<file path="config.mk">
export PLATFORM = sky130hd
export DESIGN_NAME = fm_chip_timer_status_registers_unit
export DESIGN_NICKNAME = d
export VERILOG_FILES = /design/src/rtl/core/fmtsr_pkg.sv /design/src/rtl/core/fmtsr_in_stage.sv /design/src/rtl/core/fmtsr_core.sv /design/src/rtl/core/fmtsr_out_stage.sv /design/src/rtl/core/fm_chip_timer_status_registers_unit.sv
export SDC_FILE = /design/constraint.sdc
export NUM_CORES = 1
export LEC_CHECK = 0
export BUFFER_PORTS_ARGS = -buffer_cell sky130_fd_sc_hd__buf_2
export CORE_MARGIN = 2
export CORE_UTILIZATION = 44
export DETAILED_ROUTE_END_ITERATION = 8
export PLACE_DENSITY = 0.56
export SLEW_MARGIN = 10
export SYNTH_ARGS = -nofsm -noshare
export SYNTH_HDL_FRONTEND = slang
export SYNTH_HIERARCHICAL = 1
export SYNTH_SLANG_ARGS = --single-unit
</file>
<file path="constraint.sdc">
create_clock -name clk_i -period 14 [get_ports clk_i]
set_clock_uncertainty 0.2 [all_clocks]
set_input_delay 2.1 -clock clk_i [delete_from_list [all_inputs] [get_ports clk_i]]
set_output_delay 2.1 -clock clk_i [all_outputs]
set_load 0.05 [all_outputs]
</file>
<file path="src/rtl/core/fmtsr_pkg.sv">
// ----------------------------------------------------------------------------
// fmtsr_pkg
// Shared types and constants for the FM chip timer and status register unit.
// ----------------------------------------------------------------------------
package fmtsr_pkg;

  localparam int unsigned TIME_BITS = 40;
  localparam int unsigned PERIOD_W  = 16;
  localparam int unsigned REG_W     = 9;
  localparam int unsigned BYTE_W    = 8;
  localparam int unsigned CFG_IDX_W = 2;
  localparam int unsigned PROD_W    = PERIOD_W + 9;

  typedef enum logic [2:0] {
    MODE_ADDR    = 3'd0,
    MODE_ADDR_HI = 3'd1,
    MODE_DATA    = 3'd2,
    MODE_STATUS  = 3'd3,
    MODE_READ_HI = 3'd4,
    MODE_TICK    = 3'd5
  } mode_e;

  localparam logic [CFG_IDX_W-1:0] CFG_T1_PERIOD = 2'd0;
  localparam logic [CFG_IDX_W-1:0] CFG_T2_PERIOD = 2'd1;

  localparam logic [REG_W-1:0] REG_T1_PRESET = 9'h002;
  localparam logic [REG_W-1:0] REG_T2_PRESET = 9'h003;
  localparam logic [REG_W-1:0] REG_TIMER_CTL = 9'h004;
  localparam logic [REG_W-1:0] REG_HI_BANK   = 9'h100;

  localparam logic [PERIOD_W-1:0] T1_PERIOD_RST = 16'd80;
  localparam logic [PERIOD_W-1:0] T2_PERIOD_RST = 16'd320;

  localparam logic [BYTE_W-1:0] STS_IRQ     = 8'h80;
  localparam logic [BYTE_W-1:0] STS_T1_FLAG = 8'h40;
  localparam logic [BYTE_W-1:0] STS_T2_FLAG = 8'h20;
  localparam logic [BYTE_W-1:0] HI_READ_VAL = 8'hff;

  localparam int unsigned CTL_STOP_BIT  = 7;
  localparam int unsigned CTL_T1_MASK   = 6;
  localparam int unsigned CTL_T2_MASK   = 5;
  localparam int unsigned CTL_T1_ENABLE = 0;
  localparam int unsigned CTL_T2_ENABLE = 1;

  localparam logic [TIME_BITS-1:0] TIME_MAX = {TIME_BITS{1'b1}};

  typedef struct packed {
    logic [2:0]          mode;
    logic [BYTE_W-1:0]   data_byte;
    logic [PERIOD_W-1:0] elapsed_us;
  } item_t;

  typedef struct packed {
    logic [BYTE_W-1:0] read_data;
    logic              forward_valid;
    logic [REG_W-1:0]  forward_register;
    logic [BYTE_W-1:0] forward_data;
  } result_t;

  typedef struct packed {
    logic                 wr;
    logic [CFG_IDX_W-1:0] index;
    logic [PERIOD_W-1:0]  data;
  } cfg_wr_t;

  function automatic logic [TIME_BITS-1:0] sat_add(input logic [TIME_BITS-1:0] a,
                                                   input logic [TIME_BITS-1:0] b);
    logic [TIME_BITS:0] s;
    s = {1'b0, a} + {1'b0, b};
    return s[TIME_BITS] ? TIME_MAX : s[TIME_BITS-1:0];
  endfunction

endpackage

</file>
<file path="src/rtl/core/fmtsr_in_stage.sv">
// ----------------------------------------------------------------------------
// fmtsr_in_stage
// Input register: holds one accepted transaction until the core consumes it.
// ----------------------------------------------------------------------------
module fmtsr_in_stage (
  input  logic            clk_i,
  input  logic            rst_ni,
  input  logic            in_valid_i,
  output logic            in_ready_o,
  input  fmtsr_pkg::item_t item_i,
  input  logic            consume_i,
  output logic            item_valid_o,
  output fmtsr_pkg::item_t item_o
);

  logic             valid_q, valid_d;
  fmtsr_pkg::item_t item_q;
  logic             load;

  assign in_ready_o = !valid_q || consume_i;
  assign load       = in_valid_i && in_ready_o;
  assign valid_d    = load || (valid_q && !consume_i);

  always_ff @(posedge clk_i or negedge rst_ni) begin
    if (!rst_ni) begin
      valid_q <= 1'b0;
    end else begin
      valid_q <= valid_d;
    end
  end

  always_ff @(posedge clk_i) begin
    if (load) begin
      item_q <= item_i;
    end
  end

  assign item_valid_o = valid_q;
  assign item_o       = item_q;

endmodule

</file>
<file path="src/rtl/core/fmtsr_core.sv">
// ----------------------------------------------------------------------------
// fmtsr_core
// Register latch, timer presets/enables/expiry, time base and status decode.
// ----------------------------------------------------------------------------
module fmtsr_core (
  input  logic               clk_i,
  input  logic               rst_ni,
  input  fmtsr_pkg::cfg_wr_t cfg_i,
  input  logic               step_i,
  input  fmtsr_pkg::item_t   item_i,
  output fmtsr_pkg::result_t result_o
);

  logic [fmtsr_pkg::PERIOD_W-1:0]  per1_q, per2_q;
  logic [fmtsr_pkg::REG_W-1:0]     latch_q, latch_d;
  logic [fmtsr_pkg::TIME_BITS-1:0] time_q, time_d;
  logic [fmtsr_pkg::BYTE_W-1:0]    pre1_q, pre1_d, pre2_q, pre2_d;
  logic                            on1_q, on1_d, on2_q, on2_d;
  logic [fmtsr_pkg::TIME_BITS-1:0] exp1_q, exp1_d, exp2_q, exp2_d;
  logic [fmtsr_pkg::PROD_W-1:0]    prod1, prod2;
  logic [fmtsr_pkg::TIME_BITS-1:0] new_exp1, new_exp2;
  logic [fmtsr_pkg::BYTE_W-1:0]    b;
  fmtsr_pkg::result_t              res;

  assign b = item_i.data_byte;

  assign prod1 = fmtsr_pkg::PROD_W'((9'd256 - {1'b0, pre1_d}) * per1_q);
  assign prod2 = fmtsr_pkg::PROD_W'((9'd256 - {1'b0, pre2_d}) * per2_q);
  assign new_exp1 = fmtsr_pkg::sat_add(time_q, fmtsr_pkg::TIME_BITS'(prod1));
  assign new_exp2 = fmtsr_pkg::sat_add(time_q, fmtsr_pkg::TIME_BITS'(prod2));

  always_comb begin
    latch_d = latch_q;
    time_d  = time_q;
    pre1_d  = pre1_q;
    pre2_d  = pre2_q;
    on1_d   = on1_q;
    on2_d   = on2_q;
    exp1_d  = exp1_q;
    exp2_d  = exp2_q;
    res     = '0;
    case (fmtsr_pkg::mode_e'(item_i.mode))
      fmtsr_pkg::MODE_ADDR: begin
        latch_d = {1'b0, b};
      end
      fmtsr_pkg::MODE_ADDR_HI: begin
        latch_d = {1'b0, b} | fmtsr_pkg::REG_HI_BANK;
      end
      fmtsr_pkg::MODE_DATA: begin
        if (latch_q == fmtsr_pkg::REG_T1_PRESET) begin
          pre1_d = b;
          if (on1_q) exp1_d = new_exp1;
        end else if (latch_q == fmtsr_pkg::REG_T2_PRESET) begin
          pre2_d = b;
          if (on2_q) exp2_d = new_exp2;
        end else if (latch_q == fmtsr_pkg::REG_TIMER_CTL) begin
          if (b[fmtsr_pkg::CTL_STOP_BIT]) begin
            on1_d = 1'b0;
            on2_d = 1'b0;
          end else begin
            if (!b[fmtsr_pkg::CTL_T1_MASK]) begin
              on1_d = b[fmtsr_pkg::CTL_T1_ENABLE];
              if (on1_d) exp1_d = new_exp1;
            end
            if (!b[fmtsr_pkg::CTL_T2_MASK]) begin
              on2_d = b[fmtsr_pkg::CTL_T2_ENABLE];
              if (on2_d) exp2_d = new_exp2;
            end
          end
        end else begin
          res.forward_valid    = 1'b1;
          res.forward_register = latch_q;
          res.forward_data     = b;
        end
      end
      fmtsr_pkg::MODE_STATUS: begin
        if (on1_q && (time_q > exp1_q)) begin
          res.read_data = res.read_data | fmtsr_pkg::STS_IRQ | fmtsr_pkg::STS_T1_FLAG;
        end
        if (on2_q && (time_q > exp2_q)) begin
          res.read_data = res.read_data | fmtsr_pkg::STS_IRQ | fmtsr_pkg::STS_T2_FLAG;
        end
      end
      fmtsr_pkg::MODE_READ_HI: begin
        res.read_data = fmtsr_pkg::HI_READ_VAL;
      end
      fmtsr_pkg::MODE_TICK: begin
        time_d = fmtsr_pkg::sat_add(time_q,
                   fmtsr_pkg::TIME_BITS'(item_i.elapsed_us));
      end
      default: begin
      end
    endcase
  end

  always_ff @(posedge clk_i or negedge rst_ni) begin
    if (!rst_ni) begin
      per1_q <= fmtsr_pkg::T1_PERIOD_RST;
      per2_q <= fmtsr_pkg::T2_PERIOD_RST;
    end else if (cfg_i.wr) begin
      if (cfg_i.index == fmtsr_pkg::CFG_T1_PERIOD) per1_q <= cfg_i.data;
      if (cfg_i.index == fmtsr_pkg::CFG_T2_PERIOD) per2_q <= cfg_i.data;
    end
  end

  always_ff @(posedge clk_i or negedge rst_ni) begin
    if (!rst_ni) begin
      latch_q <= '0;
      time_q  <= '0;
      pre1_q  <= '0;
      pre2_q  <= '0;
      on1_q   <= 1'b0;
      on2_q   <= 1'b0;
      exp1_q  <= '0;
      exp2_q  <= '0;
    end else if (step_i) begin
      latch_q <= latch_d;
      time_q  <= time_d;
      pre1_q  <= pre1_d;
      pre2_q  <= pre2_d;
      on1_q   <= on1_d;
      on2_q   <= on2_d;
      exp1_q  <= exp1_d;
      exp2_q  <= exp2_d;
    end
  end

  assign result_o = res;

endmodule

</file>
<file path="src/rtl/core/fmtsr_out_stage.sv">
// ----------------------------------------------------------------------------
// fmtsr_out_stage
// Result register: holds one result transaction until the sink takes it.
// ----------------------------------------------------------------------------
module fmtsr_out_stage (
  input  logic               clk_i,
  input  logic               rst_ni,
  input  logic               load_i,
  input  fmtsr_pkg::result_t result_i,
  output logic               free_o,
  output logic               out_valid_o,
  input  logic               out_ready_i,
  output fmtsr_pkg::result_t result_o
);

  logic               valid_q, valid_d;
  fmtsr_pkg::result_t result_q;

  assign free_o  = !valid_q || out_ready_i;
  assign valid_d = load_i || (valid_q && !out_ready_i);

  always_ff @(posedge clk_i or negedge rst_ni) begin
    if (!rst_ni) begin
      valid_q <= 1'b0;
    end else begin
      valid_q <= valid_d;
    end
  end

  always_ff @(posedge clk_i) begin
    if (load_i) begin
      result_q <= result_i;
    end
  end

  assign out_valid_o = valid_q;
  assign result_o    = result_q;

endmodule

</file>
<file path="src/rtl/core/fm_chip_timer_status_registers_unit.sv">
// ----------------------------------------------------------------------------
// fm_chip_timer_status_registers_unit
// FM chip timer and status registers; one transaction a cycle unless stalled.
// Path: input register, then result register when that register is free.
// Throughput: one transaction per cycle while out_ready_i holds high.
// Reset: asynchronous, clears all timer state and time; periods go to 80/320.
// ----------------------------------------------------------------------------
module fm_chip_timer_status_registers_unit (
  input  logic                                 clk_i,
  input  logic                                 rst_ni,
  input  logic                                 cfg_valid_i,
  output logic                                 cfg_ready_o,
  input  logic [fmtsr_pkg::CFG_IDX_W-1:0]      cfg_index_i,
  input  logic [fmtsr_pkg::PERIOD_W-1:0]       cfg_data_i,
  input  logic                                 in_valid_i,
  output logic                                 in_ready_o,
  input  logic [2:0]                           mode_i,
  input  logic [fmtsr_pkg::BYTE_W-1:0]         data_byte_i,
  input  logic [fmtsr_pkg::PERIOD_W-1:0]       elapsed_us_i,
  output logic                                 out_valid_o,
  input  logic                                 out_ready_i,
  output logic [fmtsr_pkg::BYTE_W-1:0]         read_data_o,
  output logic                                 forward_valid_o,
  output logic [fmtsr_pkg::REG_W-1:0]          forward_register_o,
  output logic [fmtsr_pkg::BYTE_W-1:0]         forward_data_o
);

  fmtsr_pkg::item_t   in_item, cur_item;
  fmtsr_pkg::result_t core_res, out_res;
  fmtsr_pkg::cfg_wr_t cfg;
  logic               cur_valid, out_free, step;

  assign cfg_ready_o = 1'b1;
  assign cfg.wr      = cfg_valid_i && cfg_ready_o;
  assign cfg.index   = cfg_index_i;
  assign cfg.data    = cfg_data_i;

  assign in_item.mode       = mode_i;
  assign in_item.data_byte  = data_byte_i;
  assign in_item.elapsed_us = elapsed_us_i;

  assign step = cur_valid && out_free;

  fmtsr_in_stage u_in (
    .clk_i        (clk_i),
    .rst_ni       (rst_ni),
    .in_valid_i   (in_valid_i),
    .in_ready_o   (in_ready_o),
    .item_i       (in_item),
    .consume_i    (step),
    .item_valid_o (cur_valid),
    .item_o       (cur_item)
  );

  fmtsr_core u_core (
    .clk_i    (clk_i),
    .rst_ni   (rst_ni),
    .cfg_i    (cfg),
    .step_i   (step),
    .item_i   (cur_item),
    .result_o (core_res)
  );

  fmtsr_out_stage u_out (
    .clk_i       (clk_i),
    .rst_ni      (rst_ni),
    .load_i      (step),
    .result_i    (core_res),
    .free_o      (out_free),
    .out_valid_o (out_valid_o),
    .out_ready_i (out_ready_i),
    .result_o    (out_res)
  );

  assign read_data_o        = out_res.read_data;
  assign forward_valid_o    = out_res.forward_valid;
  assign forward_register_o = out_res.forward_register;
  assign forward_data_o     = out_res.forward_data;

endmodule

</file>
**Word level (Yosys, flattened, before mapping)**

Cells that the tools add are included.

- Reduce and logical (&&, ||, !) cells: 31
- Bitwise logic cells: 3
- Multiplexer cells: 30
- Equality and inequality tests: 18
- Multipliers: 2
- Add/subtract/negate cells: 5
- $lt $le $gt $ge: 2

Operator list:

| kind | count |
|---|---|
| 2-to-1 mux 40 bit | 16 |
| adder 40 x 25 -> 41 bit | 2 |
| greater-than comparator 40 bit | 2 |
| 2-to-1 mux 8 bit | 7 |
| multiplier 25 x 16 -> 25 bit | 2 |
| adder 40 x 16 -> 41 bit | 1 |
| subtractor 9 x 8 -> 10 bit (first input constant) | 2 |
| == test 9 x 2 -> 1 bit (second input constant) | 2 |
| 2-to-1 mux 18 bit | 1 |
| != test 2 x 1 -> 1 bit (second input constant) | 9 |
| case mux 9 bit (2 select lines) | 1 |
| case mux 8 bit (2 select lines) | 1 |
| AND reduction 8 bit | 2 |
| AND reduction 6 bit | 2 |
| nonzero test 2 bit | 5 |
| == test 9 x 3 -> 1 bit (second input constant) | 1 |
| AND reduction 2 bit | 4 |
| == test 3 x 2 -> 1 bit (second input constant) | 2 |
| == test 3 bit (second input constant) | 2 |
| logical AND 1 bit | 6 |
| zero test 1 bit | 4 |
| logical OR 1 bit | 4 |
| 2-to-1 mux 1 bit | 4 |
| OR reduction 4 bit | 1 |
| other kinds (6) | 8 |

- Register bits after elaboration: 234
- Word-level logic and storage cells: 110

**Logic depth before layout (Yosys ltp)**

- Depth after elaboration: 13
- Mapped depth: 42
- Depth with buffers taken out: 41

**Hierarchy**

The synthesis kept the hierarchy.

Modules (own cells, without submodules):

| module | times used | area each (µm²) | sequential area each (µm²) | cells an instance |
|---|---|---|---|---|
| fmtsr_core | 1 | 23,137.2 | 4,484.3 | 2,626 |
| fmtsr_in_stage | 1 | 864.6 | 835.8 | 31 |
| fmtsr_out_stage | 1 | 828.3 | 805.8 | 29 |
| fm_chip_timer_status_registers_unit | 1 | 17.5 | 0.0 | 3 |

**Worst setup path before layout**

OpenSTA, ideal clock, no wires.

- Path type: register -> register
- Start: register u_core/latch_q[8] (netlist name)
- End: register u_core/exp1_q[23] (netlist name)
- Data arrival time: 9,423 ps
- Clock period less this slack: 9,755 ps
- Setup time: 132 ps
- Slack: 4,245 ps
- Stages on the path, launching flop included: 42
- Data required time: 13,668 ps
- Path through: dfrtp_1 nor4_4 nand4b_2 nor3b_4 buf_2 mux2i_1 ha_1 nor2b_1 o21ai_0 xnor2_1 clkbuf_1 nand2_1 fa_1 inv_1 fa_1 ha_1 inv_1 fa_1 [... 6 more ...] a41oi_1 nor2b_1 o21a_1 o21ai_0 nand2b_1 a21oi_1 xnor2_1 ha_1 a21o_1 a21o_1 a41oi_1 o2bb2ai_1 o21ai_0 a21o_1 clkbuf_1 a21boi_2 buf_2 a21oi_1

- Cells in the longest elaborated chain, start to end: 13
- Elaborated cells on any way between the ends: 23
- Those cells by class: 2 x add/sub; 1 x mul; 7 x eq/ne; 10 x mux; 3 x reduce/logical

Ends and longest elaborated chain:

| element | RTL line | text |
|---|---|---|
| start: declaration | fmtsr_core.sv:15 | `logic [fmtsr_pkg::REG_W-1:0] latch_q, latch_d;` |
| start signal: assignment | fmtsr_core.sv:117 | `latch_q <= latch_d;` |
| == test 9 x 2 -> 1 bit | fmtsr_core.sv:50 | `if (latch_q == fmtsr_pkg::REG_T1_PRESET) begin` |
| 2-to-1 mux 8 bit | fmtsr_core.sv:50 |  |
| 2-to-1 mux 8 bit | fmtsr_core.sv:42 | `case (fmtsr_pkg::mode_e'(item_i.mode))` |
| subtractor 9 x 8 -> 10 bit | fmtsr_core.sv:27 | `assign prod1 = fmtsr_pkg::PROD_W'((9'd256 - {1'b0, pre1_d}) * per1_q);` |
| multiplier 25 x 16 -> 25 bit | fmtsr_core.sv:27 |  |
| adder 40 x 25 -> 41 bit | fmtsr_pkg.sv:69 | `s = {1'b0, a} + {1'b0, b};` |
| 2-to-1 mux 40 bit | fmtsr_pkg.sv:70 | `return s[TIME_BITS] ? TIME_MAX : s[TIME_BITS-1:0];` |
| 2-to-1 mux 40 bit | fmtsr_core.sv:63 | `if (on1_d) exp1_d = new_exp1;` |
| 2-to-1 mux 40 bit | fmtsr_core.sv:61 | `if (!b[fmtsr_pkg::CTL_T1_MASK]) begin` |
| 2-to-1 mux 40 bit | fmtsr_core.sv:57 | `if (b[fmtsr_pkg::CTL_STOP_BIT]) begin` |
| 2-to-1 mux 40 bit | fmtsr_core.sv:56 | `end else if (latch_q == fmtsr_pkg::REG_TIMER_CTL) begin` |
| 2-to-1 mux 40 bit | fmtsr_core.sv:53 | `end else if (latch_q == fmtsr_pkg::REG_T2_PRESET) begin` |
| 2-to-1 mux 40 bit | fmtsr_core.sv:50 |  |
| end signal: assignment | fmtsr_core.sv:123 | `exp1_q <= exp1_d;` |
| end: declaration | fmtsr_core.sv:19 | `logic [fmtsr_pkg::TIME_BITS-1:0] exp1_q, exp1_d, exp2_q, exp2_d;` |

Several ways; a longest one is shown, not always the timed one. The select of a mux whose other input is x is not followed.
A chain may end at the register's enable or synchronous reset.

**Worst setup path in the final report**

- Start: register u_in.item_q, in the netlist u_in/item_o[24]
- End: register u_core/exp1_q[0] (netlist name)

- Cells in the longest elaborated chain, start to end: 12
- Elaborated cells on any way between the ends: 14
- Those cells by class: 2 x add/sub; 1 x mul; 1 x eq/ne; 9 x mux; 1 x reduce/logical

Ends and longest elaborated chain:

| element | RTL line | text |
|---|---|---|
| start: declaration | fmtsr_in_stage.sv:17 | `fmtsr_pkg::item_t item_q;` |
| start signal: assignment | fmtsr_in_stage.sv:34 | `item_q <= item_i;` |
| == test 3 x 2 -> 1 bit * | fmtsr_core.sv:42 |  |
| 2-to-1 mux 8 bit | fmtsr_core.sv:42 |  |
| subtractor 9 x 8 -> 10 bit | fmtsr_core.sv:27 |  |
| multiplier 25 x 16 -> 25 bit | fmtsr_core.sv:27 |  |
| adder 40 x 25 -> 41 bit | fmtsr_pkg.sv:69 |  |
| 2-to-1 mux 40 bit | fmtsr_pkg.sv:70 |  |
| 2-to-1 mux 40 bit | fmtsr_core.sv:63 |  |
| 2-to-1 mux 40 bit | fmtsr_core.sv:61 |  |
| 2-to-1 mux 40 bit | fmtsr_core.sv:57 |  |
| 2-to-1 mux 40 bit | fmtsr_core.sv:56 |  |
| 2-to-1 mux 40 bit | fmtsr_core.sv:53 |  |
| 2-to-1 mux 40 bit | fmtsr_core.sv:50 |  |

Mark *: on every way between the ends. The rest lies on a longest branch, timed or not. The select of a mux whose other input is x is not followed.

==> results.md <==
- Run status: completed
- First drt pass iteration count: 5
- Antenna violations before repair: 1
- Worst Hold Class: register to register
- Post-synthesis average cell area: 9.24 um^2
- Synthesis-to-layout area growth: 8.63%
- Area contributors post-synth: dfrtp_1 (18%), ha_1 (16%), fa_1 (16%)
- H-tree depth: 1
- CTS tree: done
- Boundary Pins: 79
- EDFF count, synth: 53
- Vias in the first global route: 19.2k
- Ys Warns: 6
- Worst EP required: 14.26 ns
- DR iter-0 viols: 1134
- Slew @ Worst Pin: 1.19 ns
- Main combinational cell family by area after synthesis: adder cells
- Nets: 3277
- Post-route ant nets: 0
- Core ar.: 56100 um^2
- Cell taking the most area after synthesis: dfrtp_1
- HPWL after DPL: 51.5 mm
- Synth Area in XOR/XNOR: 4.79%
- Register bit total from synthesis: 234
- Final count of negative-setup-slack endpoints: 0
- Post-synthesis mux area share: 3.59%
- Clk_lat worst skew: 0.61 ns
- Port Buffers: 77
- Most used flip-flop cell after synthesis: dfrtp_1
- Hold WS: 0.285 ns
- DRC Markers: 0
- Post-synth top area share: 17.8%
- Post-synthesis compound-gate area fraction: 12.7%
- Die X: 242 um
- Cells after Synth: 2689
- GR Overflow Total: 0
- Placed instance area: 26000 um^2
- Max frequency: 85.2 MHz
- Initial core utilization: 44.3%
- RSZ-0062 raised after global routing: no
- Combined area of all synthesized cells: 24800 um^2
- Worst path arrival time: 12.00 ns
- Crit path max fanout: 37
- CTS max path bufs: 3
- Fillcell total: 5288
- Clock-pin slew of the registers on the worst-case setup and hold paths: 0.06 ns
- First-pass GRT wire length: 107 mm
- Setup_tns: 0 ns
- Antenna fix cells: 0
- Total die area: 58400 um^2
- Cell repeated most along the worst path: inv_1
- Die Y: 242 um
- Register area share after synthesis: 24.7%
- Pin count of the biggest net entering global routing: 78
- CP max stage delay: 0.98 ns
- Fin crit period: 11.74 ns
- Fin. Hold Viols: 0
- Non-filler instance count after layout: 3496
- Clk sinks: 234
- Synth Area in Simple Gates: 15.4%
- Post-synth ARST share: 77.4%
- Critical path type: register to register
- Worst Setup Start Kind: register
- Post-CTS sizing: 0
- Setup bufs post-CTS: 0
- Post-synth top cells: inv_1 (358), ha_1 (317), nand2_1 (217)
- Vias per cell: 5.47
- Routed WL: 66.7 mm
- Site row count: 87
- Buffers & Inverters on Critical Path: 11
- Pins over their slew limit: 0
- Most frequent cell after synthesis: inv_1
- Post-CTS Hold Fix Bufs: 0
- Max-cap violations: 0
- Endpoint class of the critical path: register
- Post-synthesis adder-cell area fraction: 31.7%
- Total CTS buffers: 31
- Number of library cell types mapped by synthesis: 77
- Overall Global Routing Usage: 23.0%
- Post-Syn Nets: 3251
- Period utilization: 83.8%
- Placed Cells: 3438
- Avg WL per Cell: 19.1 um
- Vias: 19.1k
- Slew margin rel.: 20.8%
- Post-route cell area: 27000 um^2
- Global placement routability congestion: 0.895
- Worst path slowest cell: nor3b_1
- CTS root buf: clkbuf_16
- Largest delay share family, worst path: adder cells
- Share of layout cells above drive strength 1: 8.76%
-- cell type report --
class	count	area, um^2	area share, %
inverter	358	1340	4.98
tap	756	946	3.50
clock buffer	40	830	3.07
sequential	234	6130	22.7
timing repair buffer	105	604	2.24
clock inverter	18	201	0.746
multi-input combinational	1985	16900	62.8
-- stage by stage --
| step | util, % | worst slack (ns) |
|---|---|---|
| 2_1_floorplan | - | 4.25 |
| 3_5_place_dp | 46.3 | 2.40 |
| 4_1_cts | 48.1 | 2.36 |
| 6_report | 48.1 | 2.26 |
| 3_3_place_gp | 46.3 | 2.61 |
| 5_1_grt | 48.1 | 1.56 |
-- path summary, 6_finish.rpt --
check                                                end                          start  depth (start not counted)  slack (ns)
setup reg to reg            u_core/exp1_q[0]$_DFFE_PN0P_      u_in/item_o[24]$_DFFE_PP_                         40        2.26
max in group asynchronous  u_core/per2_q[13]$_DFFE_PN0P_                         rst_ni                          3       10.32
hold reg to reg            u_core/exp2_q[36]$_DFFE_PN0P_  u_core/exp2_q[36]$_DFFE_PN0P_                          2        0.28
setup / recovery            u_core/exp1_q[0]$_DFFE_PN0P_      u_in/item_o[24]$_DFFE_PP_                         40        2.26
hold / removal             u_core/exp2_q[36]$_DFFE_PN0P_  u_core/exp2_q[36]$_DFFE_PN0P_                          2        0.28
min in group asynchronous  u_core/time_q[14]$_DFFE_PN0P_                         rst_ni                          1        1.33
-- tightest hold or removal path: cells and delay by family, from the launching register on --
kind | cells | cell delay, ns
flops | 1 | 0.34
simple gates | 1 | 0.05
compound gates | 1 | 0.06
-- layout by cell type (no fill, tap or decap), types with 25 or more instances in the layout --
cell / netlist / routed
a21o_1: 76 / 76
a21oi_1: 156 / 155
a31oi_1: 34 / 34
and2_1: 158 / 157
and3_1: 25 / 25
buf_2: 8 / 76
buf_4: 6 / 28
clkbuf_16: 0 / 31
dfrtp_1: 177 / 177
edfxtp_1: 53 / 53
fa_1: 195 / 195
ha_1: 317 / 317
inv_1: 358 / 358
mux2_2: 56 / 56
nand2_1: 217 / 217
nand3_1: 49 / 49
nor2_1: 141 / 141
nor2b_1: 41 / 41
nor3_1: 31 / 31
o21ai_0: 109 / 109
xnor2_1: 82 / 82
xor2_1: 54 / 54
-- state kept, by name, indices dropped and copies added, names as in the netlist --
signal             cells
u_core/pre2_q          8
u_core/on1_q           1
u_in/item_valid_o      1
u_core/exp1_q         40
u_in/item_o           27
u_out/result_o        26
u_core/latch_q         9
u_out/out_valid_o      1
u_core/on2_q           1
u_core/exp2_q         40
u_core/time_q         40
u_core/per1_q         16
u_core/per2_q         16
u_core/pre1_q          8
-- logic make-up (layout without fill, tap and decap cells) --
kind of cell / after synthesis / in the layout
compound gates: 504 / 504
xor+xnor: 136 / 136
fa+ha+maj: 512 / 512
buf+inv: 470 / 521
flops: 234 / 234
mux: 80 / 80
other cells: 1 / 1
simple gates: 752 / 752
-- per-layer routing --
metal | wire length (um) | part of all wire [%] | global-route usage [%]
met2 | 31800 | 48 | 38.2
met5 | 0 | 0 | 0
met4 | 1150 | 1.7 | 4.86
met1 | 30700 | 46 | 32.3
met3 | 3000 | 4.5 | 2.61
Power is not shown: default switching activity piles up to over one toggle a cycle in this logic, so the estimate is an artifact.
